[config.mk]
export PLATFORM = sky130hd
export DESIGN_NAME = vlan_tag_swap_rewriter
export DESIGN_NICKNAME = d
export VERILOG_FILES = /design/src/design/vtsr_pkg.sv /design/src/design/vlan_tag_swap_rewriter.sv /design/src/design/vtsr_cell.sv
export SDC_FILE = /design/constraint.sdc
export NUM_CORES = 1
export LEC_CHECK = 0
export BUFFER_PORTS_ARGS = -buffer_cell sky130_fd_sc_hd__buf_2
export CORE_MARGIN = 3
export CORE_UTILIZATION = 31
export CTS_CLUSTER_SIZE = 25
export DETAILED_ROUTE_END_ITERATION = 6
export HOLD_SLACK_MARGIN = 0.02
export RECOVER_POWER = 50
export SYNTH_ARGS = -nofsm -noshare
export SYNTH_HDL_FRONTEND = slang
export SYNTH_SLANG_ARGS = --single-unit
[constraint.sdc]
create_clock -name clk -period 4.73 [get_ports clk]
set_clock_uncertainty 0.15 [all_clocks]
set_input_delay 1.1825 -clock clk [delete_from_list [all_inputs] [get_ports clk]]
set_output_delay 1.1825 -clock clk [all_outputs]
set_load 0.05 [all_outputs]
[src/design/vtsr_pkg.sv]
// Shared types and constants for the VLAN tag swap rewriter.
// No dependencies; imported by every module of the block.
`timescale 1ns / 1ps
`default_nettype none

package vtsr_pkg;

  localparam int DEPTH      = 18;  // tagged header length, also output chain length
  localparam int ETH_HDR    = 14;
  localparam int MAC_LEN    = 12;
  localparam int POS_W      = 5;

  localparam logic [15:0] TPID_CTAG = 16'h8100;
  localparam logic [15:0] TPID_STAG = 16'h88A8;

  // One item of the output chain.
  typedef struct packed {
    logic [7:0] data;
    logic       fin;   // last byte of the rewritten frame
    logic       rl;    // last result caused by one input item
  } entry_t;

  // Per-cell control for one clock.
  typedef struct packed {
    logic load;   // take the burst entry
    logic push;   // take the single pass-through entry
    logic pop;    // shift toward the output
  } cell_ctl_t;

endpackage

`default_nettype wire

[src/design/vlan_tag_swap_rewriter.sv]
// Top level of the 802.1Q tag insert / strip rewriter: header capture, burst
// build and the output cell chain. Depends on vtsr_pkg and vtsr_cell.
//
//  channel  | signals                        | contents
//  ---------+--------------------------------+-------------------------------
//  input    | s_tvalid s_tready s_tdata s_tlast | frame byte, frame end
//  output   | m_tvalid m_tready m_tdata m_tlast m_tuser | byte, frame end, run last
//  config   | cfg_we cfg_data                | push_tci
//
// Pass-through bytes enter the chain behind pending items while the chain has
// room. A header byte is taken only when the chain drains this cycle; a burst
// (up to 18 items) loads the 18-cell chain at once and leaves one item a cycle
// while the output is ready. The first byte of the next frame waits for the
// chain to drain.
// Reset (rst, synchronous) empties the chain and restarts at a frame start.
`timescale 1ns / 1ps
`default_nettype none

module vlan_tag_swap_rewriter (
  input  wire logic        clk,
  input  wire logic        rst,
  input  wire logic        s_tvalid,
  output logic             s_tready,
  input  wire logic [7:0]  s_tdata,   // [7:0] frame_byte
  input  wire logic        s_tlast,   // frame_end
  output logic             m_tvalid,
  input  wire logic        m_tready,
  output logic [7:0]       m_tdata,   // [7:0] out_byte
  output logic             m_tlast,   // out_frame_end
  output logic             m_tuser,   // [0] run_last
  input  wire logic        cfg_we,
  input  wire logic [15:0] cfg_data   // [15:0] push_tci
);
  import vtsr_pkg::*;

  logic [15:0]      push_tci;
  logic [7:0]       hs [DEPTH];
  logic [7:0]       hs_eff [DEPTH];
  logic [POS_W-1:0] pos, pos_next, pos_new;
  logic             pass, pass_next;
  logic [POS_W-1:0] cnt, cnt_next, free, burst_n;
  logic             hdr_mode, acc, pop, do_load, do_push, end_flag;
  logic [15:0]      ether_type;
  logic [7:0]       burst_data [DEPTH];
  entry_t           burst_ent [DEPTH];
  logic             burst_vld [DEPTH];
  entry_t           push_ent;
  entry_t           ent [DEPTH];
  logic             vld [DEPTH];
  entry_t           right_ent [DEPTH];
  logic             right_vld [DEPTH];
  cell_ctl_t        ctl [DEPTH];

  always_ff @(posedge clk) begin
    if (rst) begin
      push_tci <= 16'd1;
    end else if (cfg_we) begin
      push_tci <= cfg_data;
    end
  end

  assign pop      = vld[0] & m_tready;
  assign free     = cnt - {{(POS_W-1){1'b0}}, pop};
  assign hdr_mode = !pass && (pos < POS_W'(DEPTH));
  assign s_tready = hdr_mode ? (free == '0) : (free < POS_W'(DEPTH));
  assign acc      = s_tvalid & s_tready;
  assign pos_new  = pos + POS_W'(1);

  // Header bytes seen so far, with the arriving byte already in place.
  always_comb begin
    for (int i = 0; i < DEPTH; i++) begin
      hs_eff[i] = (POS_W'(i) == pos) ? s_tdata : hs[i];
    end
  end
  assign ether_type = {hs_eff[12], hs_eff[13]};

  always_comb begin
    pos_next = pos;
    pass_next = pass;
    do_load = 1'b0;
    do_push = 1'b0;
    burst_n = '0;
    end_flag = s_tlast;
    for (int i = 0; i < DEPTH; i++) begin
      burst_data[i] = hs_eff[i];
    end
    if (acc) begin
      if (!hdr_mode) begin
        do_push = 1'b1;
        if (s_tlast) begin
          pos_next = '0;
          pass_next = 1'b0;
        end else begin
          pass_next = 1'b1;
        end
      end else begin
        pos_next = pos_new;
        if (pos_new == POS_W'(ETH_HDR) && ether_type != TPID_CTAG &&
            ether_type != TPID_STAG) begin
          // insert a tag after the MAC addresses
          do_load = 1'b1;
          burst_n = POS_W'(DEPTH);
          burst_data[MAC_LEN]     = TPID_CTAG[15:8];
          burst_data[MAC_LEN + 1] = TPID_CTAG[7:0];
          burst_data[MAC_LEN + 2] = push_tci[15:8];
          burst_data[MAC_LEN + 3] = push_tci[7:0];
          burst_data[MAC_LEN + 4] = hs_eff[12];
          burst_data[MAC_LEN + 5] = hs_eff[13];
        end else if (pos_new == POS_W'(DEPTH)) begin
          // strip the outer tag, keep the inner ethertype
          do_load = 1'b1;
          burst_n = POS_W'(ETH_HDR);
          burst_data[MAC_LEN]     = hs_eff[16];
          burst_data[MAC_LEN + 1] = hs_eff[17];
        end else if (s_tlast) begin
          // short frame: flush what was buffered unchanged
          do_load = 1'b1;
          burst_n = pos_new;
        end
        if (do_load) begin
          if (s_tlast) begin
            pos_next = '0;
            pass_next = 1'b0;
          end else begin
            pass_next = 1'b1;
          end
        end
      end
    end
  end

  always_comb begin
    for (int i = 0; i < DEPTH; i++) begin
      burst_vld[i]      = POS_W'(i) < burst_n;
      burst_ent[i].data = burst_data[i];
      burst_ent[i].rl   = POS_W'(i + 1) == burst_n;
      burst_ent[i].fin  = (POS_W'(i + 1) == burst_n) & end_flag;
    end
  end

  assign push_ent.data = s_tdata;
  assign push_ent.fin  = s_tlast;
  assign push_ent.rl   = 1'b1;

  assign cnt_next = do_load ? burst_n : (free + {{(POS_W-1){1'b0}}, do_push});

  always_ff @(posedge clk) begin
    if (rst) begin
      pos  <= '0;
      pass <= 1'b0;
      cnt  <= '0;
    end else begin
      pos  <= pos_next;
      pass <= pass_next;
      cnt  <= cnt_next;
    end
  end

  always_ff @(posedge clk) begin
    for (int i = 0; i < DEPTH; i++) begin
      if (acc && hdr_mode && POS_W'(i) == pos) begin
        hs[i] <= s_tdata;
      end
    end
  end

  genvar g;
  generate
    for (g = 0; g < DEPTH; g++) begin : g_chain
      if (g == DEPTH - 1) begin : g_tail
        assign right_ent[g] = '0;
        assign right_vld[g] = 1'b0;
      end else begin : g_mid
        assign right_ent[g] = ent[g + 1];
        assign right_vld[g] = vld[g + 1];
      end

      assign ctl[g].load = do_load;
      assign ctl[g].push = do_push && (free == POS_W'(g));
      assign ctl[g].pop  = pop;

      vtsr_cell u_cell (
        .clk       (clk),
        .rst       (rst),
        .ctl       (ctl[g]),
        .load_ent  (burst_ent[g]),
        .load_vld  (burst_vld[g]),
        .push_ent  (push_ent),
        .right_ent (right_ent[g]),
        .right_vld (right_vld[g]),
        .ent       (ent[g]),
        .vld       (vld[g])
      );
    end
  endgenerate

  assign m_tvalid = vld[0];
  assign m_tdata  = ent[0].data;
  assign m_tlast  = ent[0].fin;
  assign m_tuser  = ent[0].rl;

endmodule

`default_nettype wire

[src/design/vtsr_cell.sv]
// One cell of the output chain: holds one pending item and shifts it toward
// the output. Depends on vtsr_pkg.
`timescale 1ns / 1ps
`default_nettype none

module vtsr_cell (
  input  wire logic              clk,
  input  wire logic              rst,
  input  wire vtsr_pkg::cell_ctl_t ctl,
  input  wire vtsr_pkg::entry_t  load_ent,
  input  wire logic              load_vld,
  input  wire vtsr_pkg::entry_t  push_ent,
  input  wire vtsr_pkg::entry_t  right_ent,
  input  wire logic              right_vld,
  output vtsr_pkg::entry_t       ent,
  output logic                   vld
);
  import vtsr_pkg::*;

  always_ff @(posedge clk) begin
    if (rst) begin
      vld <= 1'b0;
    end else if (ctl.load) begin
      vld <= load_vld;
    end else if (ctl.push) begin
      vld <= 1'b1;
    end else if (ctl.pop) begin
      vld <= right_vld;
    end
  end

  always_ff @(posedge clk) begin
    if (ctl.load) begin
      ent <= load_ent;
    end else if (ctl.push) begin
      ent <= push_ent;
    end else if (ctl.pop) begin
      ent <= right_ent;
    end
  end

endmodule

`default_nettype wire

### Yosys cells after proc, flatten, opt, wreduce, memory -nomap -nowiden

Memories as Yosys holds them, arrays and structs flattened.
Index checks and enable logic that the tools add are counted.

* flip-flop bits (word level): 225
* RAM bits: 144
* input port bits: 30
* output and inout bits: 12
* word-level logic and storage cells: 499
* memories kept: 1

Memory list
* hs: words 18, bits a word 8, read ports 18, clocked after memory_dff 0, write ports 1, RTL line vlan_tag_swap_rewriter.sv:37 `logic [7:0] hs [DEPTH];`

* add/sub/neg operators: 3
* $lt $le $gt $ge: 20
* equal/unequal tests: 57
* mux-type cells: 241
* bitwise gates (word level): 20
* reduce and logical (&&, ||, !) cells: 81

Operator list (number)
* $mux W10: 54
* $mux W8: 35
* $reduce_or A8 Y1: 17
* $mux W5: 27
* $mux W1: 120
* $mux W48: 2
* $eq A4 B5 Y1 const A: 16
* $reduce_bool A3 Y1: 18
* $eq A5 B4 Y1 const B: 9
* $eq A3 B5 Y1 const A: 8
* $logic_and A1 B1 Y1: 40
* $lt A4 B5 Y1 const A: 8
* $mux W16: 2
* $mux W32: 1
* $ne A16 B16 Y1 const B: 2
* $eq A5 B5 Y1 const A: 5
* $and A1 B1 Y1: 20
* $eq A2 B5 Y1 const A: 4
* $eq A5 B3 Y1 const B: 4
* $lt A3 B5 Y1 const A: 4
* $eq A5 B5 Y1 const B: 3
* $eq A1 B5 Y1 const A: 2
* $eq A5 B2 Y1 const B: 2
* $logic_not A5 Y1: 2
* other kinds (12): 17

### Depth between registers and ports, before layout

Gate-level depths: netlist of the first run.

* depth after elaboration: 27
* gate-level depth with buffers: 17
* mapped depth without buffers: 14

### By module

From an unflattened synthesis of the first run, not the netlist that was laid out.

* cells, all modules: 1751
* area total of the unflattened synthesis: 19707.7 um^2

Modules (own cells, without submodules)
* vtsr_cell: times used 18, cells each 49, area each 563.0 um^2, sequential area each 320.3 um^2
* vlan_tag_swap_rewriter: times used 1, cells each 869, area each 9572.9 um^2, sequential area each 4864.7 um^2

### Worst setup path before layout of the first run

No wires, ideal clock.

* kind: input -> output
* start: input m_tready
* end: output s_tready
* data arrival time: 3945 ps
* required time: 3398 ps
* slack: -548 ps
* cell stages on the path: 11
* buffers on the path: 3
* cell sequence: nand2_1 > clkinv_1 > clkbuf_1 > ha_1 > ha_1 > buf_2 > or2_1 > o21ai_1 > a31oi_1 > buf_2 > o22ai_1

* cells in the longest elaborated chain, start to end: 4
* elaborated cells on any way between the ends: 5
* classes of those cells: add/sub (1); order compare (1); mux (1); bitwise (1); reduce/logical (1)

RTL lines
* start: declaration: RTL line vlan_tag_swap_rewriter.sv:27 `input wire logic m_tready,`
* $and A1 B1 Y1 *: RTL line vlan_tag_swap_rewriter.sv:62 `assign pop = vld[0] & m_tready;`
* $sub A5 B1 Y5 *: RTL line vlan_tag_swap_rewriter.sv:63 `assign free = cnt - {{(POS_W-1){1'b0}}, pop};`
* $lt A5 B5 Y1 or $logic_not A5 Y1 (tied branches): RTL line vlan_tag_swap_rewriter.sv:65 `assign s_tready = hdr_mode ? (free == '0) : (free < POS_W'(DEPTH));`
* $mux W1 *: RTL line vlan_tag_swap_rewriter.sv:65
* end: declaration: RTL line vlan_tag_swap_rewriter.sv:23 `output logic s_tready,`

Mark *: on every way between the ends. The rest lies on a longest branch, timed or not.

### Final worst setup path of the first run

Ends and elaborated chain as after synthesis.

==> results of run 1 <==
## power breakdown
part,leakage [nW],switching [mW],internal [mW]
clock,0.606,1.24,1.74
sequential,3.34,0.202,4.51
combinational,3.02,1.80,1.23
## registers in the layout, indices dropped and copies added, names as in the netlist
signal / cells
g_chain.u_cell.ent: 180
hs: 144
g_chain.u_cell.vld: 18
push_tci: 16
cnt: 5
pos: 5
pass: 1
## layout make-up
type	instances	area, um2
fillers	5489	36200
flip-flops and latches	369	10600
clock inverters	20	178
inverters	20	76.3
multi-input cells	961	6590
clock buffers	49	1050
repair buffers	165	1020
well taps	756	946
## metal layers
metal	vias up	part of all wire	track usage
met5	-	0	0
met4	0	0.026	0.0471
li1	5986	-	-
met1	6344	0.44	0.213
met2	443	0.47	0.259
met3	92	0.061	0.0278
## worst max-delay path: stages
cell and delay (ns):
buf_2 0.10, nand2_1 0.16, clkinv_2 0.09, ha_1 0.22, ha_1 0.20, buf_4 0.17, nor3b_2 0.17, xnor2_1 0.21
buf_4 0.16, a21oi_1 0.09, o22ai_4 0.17, buf_2 0.30
## placed cells by master, fill, tap and decap left out, types with 21 or more instances in the layout
cell type  netlist  routed
edfxtp_1       324     324
or3_1          109     108
nor2_1         100     100
o221a_2         92      92
nand2_1         80      79
buf_4           18      79
o21ai_0         76      76
a21oi_1         68      68
clkbuf_1        71      66
mux2i_1         49      49
dfxtp_1         45      45
clkbuf_16        0      40
nand3_1         39      39
nor3_1          36      36
a31oi_1         22      22
buf_2           32      22
o221ai_1        21      21
## logic make-up (layout without fill, tap and decap cells)
family | after synthesis | after routing | share of synthesized area
AND/OR/NAND/NOR | 468 | 468 | 0.138
AO/OA/AOI/OAI | 411 | 411 | 0.181
flip-flops | 369 | 369 | 0.594
buffers and inverters | 153 | 254 | 0.0395
multiplexers | 66 | 66 | 0.0381
adder cells (fa/ha/maj) | 9 | 9 | 0.00630
XOR/XNOR | 7 | 7 | 0.00343
## final timing paths
check                                      startpoint                                  end  slack, ns
setup / recovery                             m_tready                             s_tready       0.17
hold / removal    g_chain[16].u_cell.vld$_SDFFE_PP0P_  g_chain[16].u_cell.vld$_SDFFE_PP0P_       0.34
setup reg to reg                  pos[0]$_SDFFE_PP0P_  g_chain[13].u_cell.ent[8]$_DFFE_PP_       0.36
hold reg to reg   g_chain[16].u_cell.vld$_SDFFE_PP0P_  g_chain[16].u_cell.vld$_SDFFE_PP0P_       0.34
==> run summary, run 1 <==
Outcome: finished with violations
Failing checks: capacitance limit, slew limit
Post-DP HPWL: 33000 um
Syn_area_per_cell: 12.1 um2
ANT nets after route: 0
Synth Instances: 1483
Worst endpoint data arrival time: 3.23 ns
Async set or reset register ratio after synthesis: 0
Post-CTS sizing: 0
Critical path peak fanout: 10
Final Hold Viols: 0
Fmax achieved: 219 MHz
Largest net degree at the start of global routing: 48
Global-route wire length before repair: 75300 um
Synth area leader: edfxtp_1
CTS max path bufs: 3
Die area: 0.0606 mm2
Hold depth: 2
Buffers on Ports: 41
Fin. max-slew vios: 180
Core region area: 0.0567 mm2
Post-Syn Area: 0.0179 mm2
Synth warnings: 0
PwrDens: 523 mW/mm2
Main flop type after synthesis: edfxtp_1
CP startpoint kind: input port
Die H: 246 um
Hold buffers post-CTS: 0
CP required: 3.40 ns
Fin util: 0.361
# IOs: 42
Vias in the first global route: 12900
Crit path capture type: output port
Drt wl/cell: 20.6 um
Area growth syn-to-layout: 14.6%
Area fraction of the dominant cell type after synthesis: 0.544
Unrepaired setup endpoints after global routing: false
Final instance area: 0.0205 mm2
Worst hold path class: register to register
Final nets: 1595
Final period util: 0.964
Ant. Diodes: 0
Initial antenna violation count: 0
Worst-path clk slew: 0.07 ns
Min setup slack post-route: 0.170 ns
GR Overflow Total: 0
Htree depth: 2
Sum Neg Setup Slack: 0 ns
Ranking of synthesized cells by area: edfxtp_1, o221a_2, dfxtp_1, or3_1, mux2i_1
Starting DRT DRC Count: 1129
Final Critical Period: 4.56 ns
Fin cells: 2340
Place WS: 0.0572 ns
P_leak: 6.97 nW
Dpl cell area: 0.0194 mm2
CTS root buffer: clkbuf_16
CTS tree: done
Starting density of the core: 0.315
Share of cells above drive strength 1: 0.206
Via density: 5.50
Slew @ Worst Pin: 2.69 ns
CTS Buf Count: 39
Type of the worst setup path: input port to output port
Max_cap viols: 5
Total power: 10.7 mW
Hold_ws: 0.335 ns
Syn Nets: 1522
Most common cell in the netlist: edfxtp_1
Seq cells post-synth: 369
Row cnt: 87
GRT Total Usage: 0.158
Drt pass-1 iters: 5
RePlAce Congestion: 0.917
Sequential-to-total area share from yosys stat: 0.594
Worst-Skew Late Latency: 0.54 ns
Post-Route WL: 48200 um
Placed Instances: 2271
Post-CTS setup buffers: 0
VDD IR max: 0.321 mV
Number of enable flip-flop cells after synthesis: 324
Normalized max-slew margin: -0.790
Vias: 12900
Synth top cells by count: edfxtp_1, or3_1, nor2_1
Die X: 246 um
Drt drc: 0
Yosys cell types: 80
R2R cell count: 12
Final setup viols: 0
CTS Sinks: 369
No activity file was read; power rests on OpenSTA's default activity.
==> run 2: changes to the inputs <==
clock period = 5.1 ns   (was 4.73 ns; I/O delays follow)
==> run summary, run 2 (same netlist as run 1, synthesis figures left out) <==
Post-DP HPWL: 33400 um
WP buf/inv: 4
Total power: 9.85 mW
Final Critical Period: 4.88 ns
Row cnt: 87
Ant. Diodes: 0
Final setup viols: 0
Most flops, register: g_chain.u_cell.ent
Most common cell after layout, fill and taps aside: edfxtp_1
Global-route wire length before repair: 74800 um
PwrDens: 486 mW/mm2
Drt pass-1 iters: 5
Core region area: 0.0567 mm2
Most frequent cells in the layout: edfxtp_1, or3_1, nor2_1
# IOs: 42
Unrepaired setup endpoints after global routing: false
Drt wl/cell: 21.1 um
ANT nets after route: 0
Die X: 246 um
RePlAce Congestion: 0.924
Cells along the critical path: buf_2 -> nand2_1 -> clkinv_1 -> ha_1 -> ha_1 -> clkbuf_1 -> nor3b_2 -> xnor2_1 -> a21oi_1 -> o22ai_2 -> buf_2
Share of cells above drive strength 1: 0.189
Vias in the first global route: 12700
Post-CTS setup buffers: 0
CTS root buffer: clkbuf_16
GR Overflow Total: 0
Die area: 0.0606 mm2
Worst endpoint data arrival time: 3.45 ns
CTS max path bufs: 3
Crit path capture type: output port
Worst path max stage delay: 0.33 ns
VDD IR max: 0.245 mV
Type of the worst setup path: input port to output port
CTS tree: done
Top delay family on crit path: buffers and inverters
Normalized max-slew margin: -0.702
Met2 wire len: 23400 um
CTS Sinks: 369
Via density: 5.52
Top Registers: g_chain.u_cell.ent (180), hs (144), g_chain.u_cell.vld (18)
Final period util: 0.957
Area taken by multi-input logic gates: 0.00655 mm2
GRT Total Usage: 0.158
Fin util: 0.358
Max reg flops: 180
Hold buffers post-CTS: 0
CTS Buf Count: 39
Htree depth: 2
Fillers: 5521
Hold_ws: 0.340 ns
Worst-Skew Late Latency: 0.55 ns
WL met3: 3180 um
Slew @ Worst Pin: 2.55 ns
Largest net degree at the start of global routing: 43
Fin. max-slew vios: 185
Post-CTS sizing: 0
Max_cap viols: 5
Starting DRT DRC Count: 1251
P_leak: 6.83 nW
Initial antenna violation count: 1
Final nets: 1572
Post-Route WL: 49000 um
Outcome: finished with violations
CP required: 3.67 ns
Worst hold path class: register to register
Starting density of the core: 0.315
Dpl cell area: 0.0193 mm2
Top Layer Used: met4
Fmax achieved: 205 MHz
Buffers on Ports: 41
Final Hold Viols: 0
Placed Instances: 2248
Sum Neg Setup Slack: 0 ns
Place WS: 0.0326 ns
Area growth syn-to-layout: 13.4%
Min setup slack post-route: 0.221 ns
Final instance area: 0.0203 mm2
Crit-path slowest cell: xnor2_1
Die H: 246 um
Failing checks: capacitance limit, slew limit
CP startpoint kind: input port
Worst-path clk slew: 0.06 ns
FF/Latch Area: 0.0106 mm2
Critical path peak fanout: 5
Fin cells: 2320
Met1 WL: 21200 um
Drt drc: 0
Vias: 12800
[run 2: changes by cell type in the layout (fill, tap and decap cells not counted), sizes merged]
cell / delta
buf: -21
inv: +2
bufinv: -1
clkbuf: +1
clkinv: -1
[run 2: cell type report]
cell class                      instances  area share
Clock buffer                           52      0.0516
Clock inverter                         20     0.00790
Inverter                               20     0.00370
Multi-Input combinational cell        961       0.323
Sequential cell                       369       0.524
Tap cell                              756      0.0466
Timing Repair Buffer                  142      0.0432
[run 2: routing by layer]
| metal | global-route usage | up-vias |
|---|---|---|
| met5 | 0 | - |
| met4 | 0.0448 | 0 |
| met3 | 0.0311 | 94 |
| met2 | 0.266 | 427 |
| met1 | 0.206 | 6341 |
| li1 | - | 5941 |
[run 2: worst min-delay path, cell delays in order (launching register included)]
cell and delay [ns]:
dfxtp_1 0.31, inv_1 0.05, a32oi_1 0.08
[run 2: power by group]
part | total [mW] | internal (mW) | switching (mW) | leakage (nW)
registers | 4.37 | 4.19 | 0.184 | 3.34
clock network | 2.72 | 1.55 | 1.17 | 0.580
logic | 2.76 | 1.09 | 1.67 | 2.91
[run 2: path summary, 6_finish.rpt]
path,start,to,slack [ns],cells after the start
min reg2reg,g_chain[15].u_cell.vld$_SDFFE_PP0P_,g_chain[15].u_cell.vld$_SDFFE_PP0P_,0.34,2
min,g_chain[15].u_cell.vld$_SDFFE_PP0P_,g_chain[15].u_cell.vld$_SDFFE_PP0P_,0.34,2
max,m_tready,s_tready,0.22,11
max reg2reg,pos[0]$_SDFFE_PP0P_,g_chain[10].u_cell.ent[3]$_DFFE_PP_,0.64,9
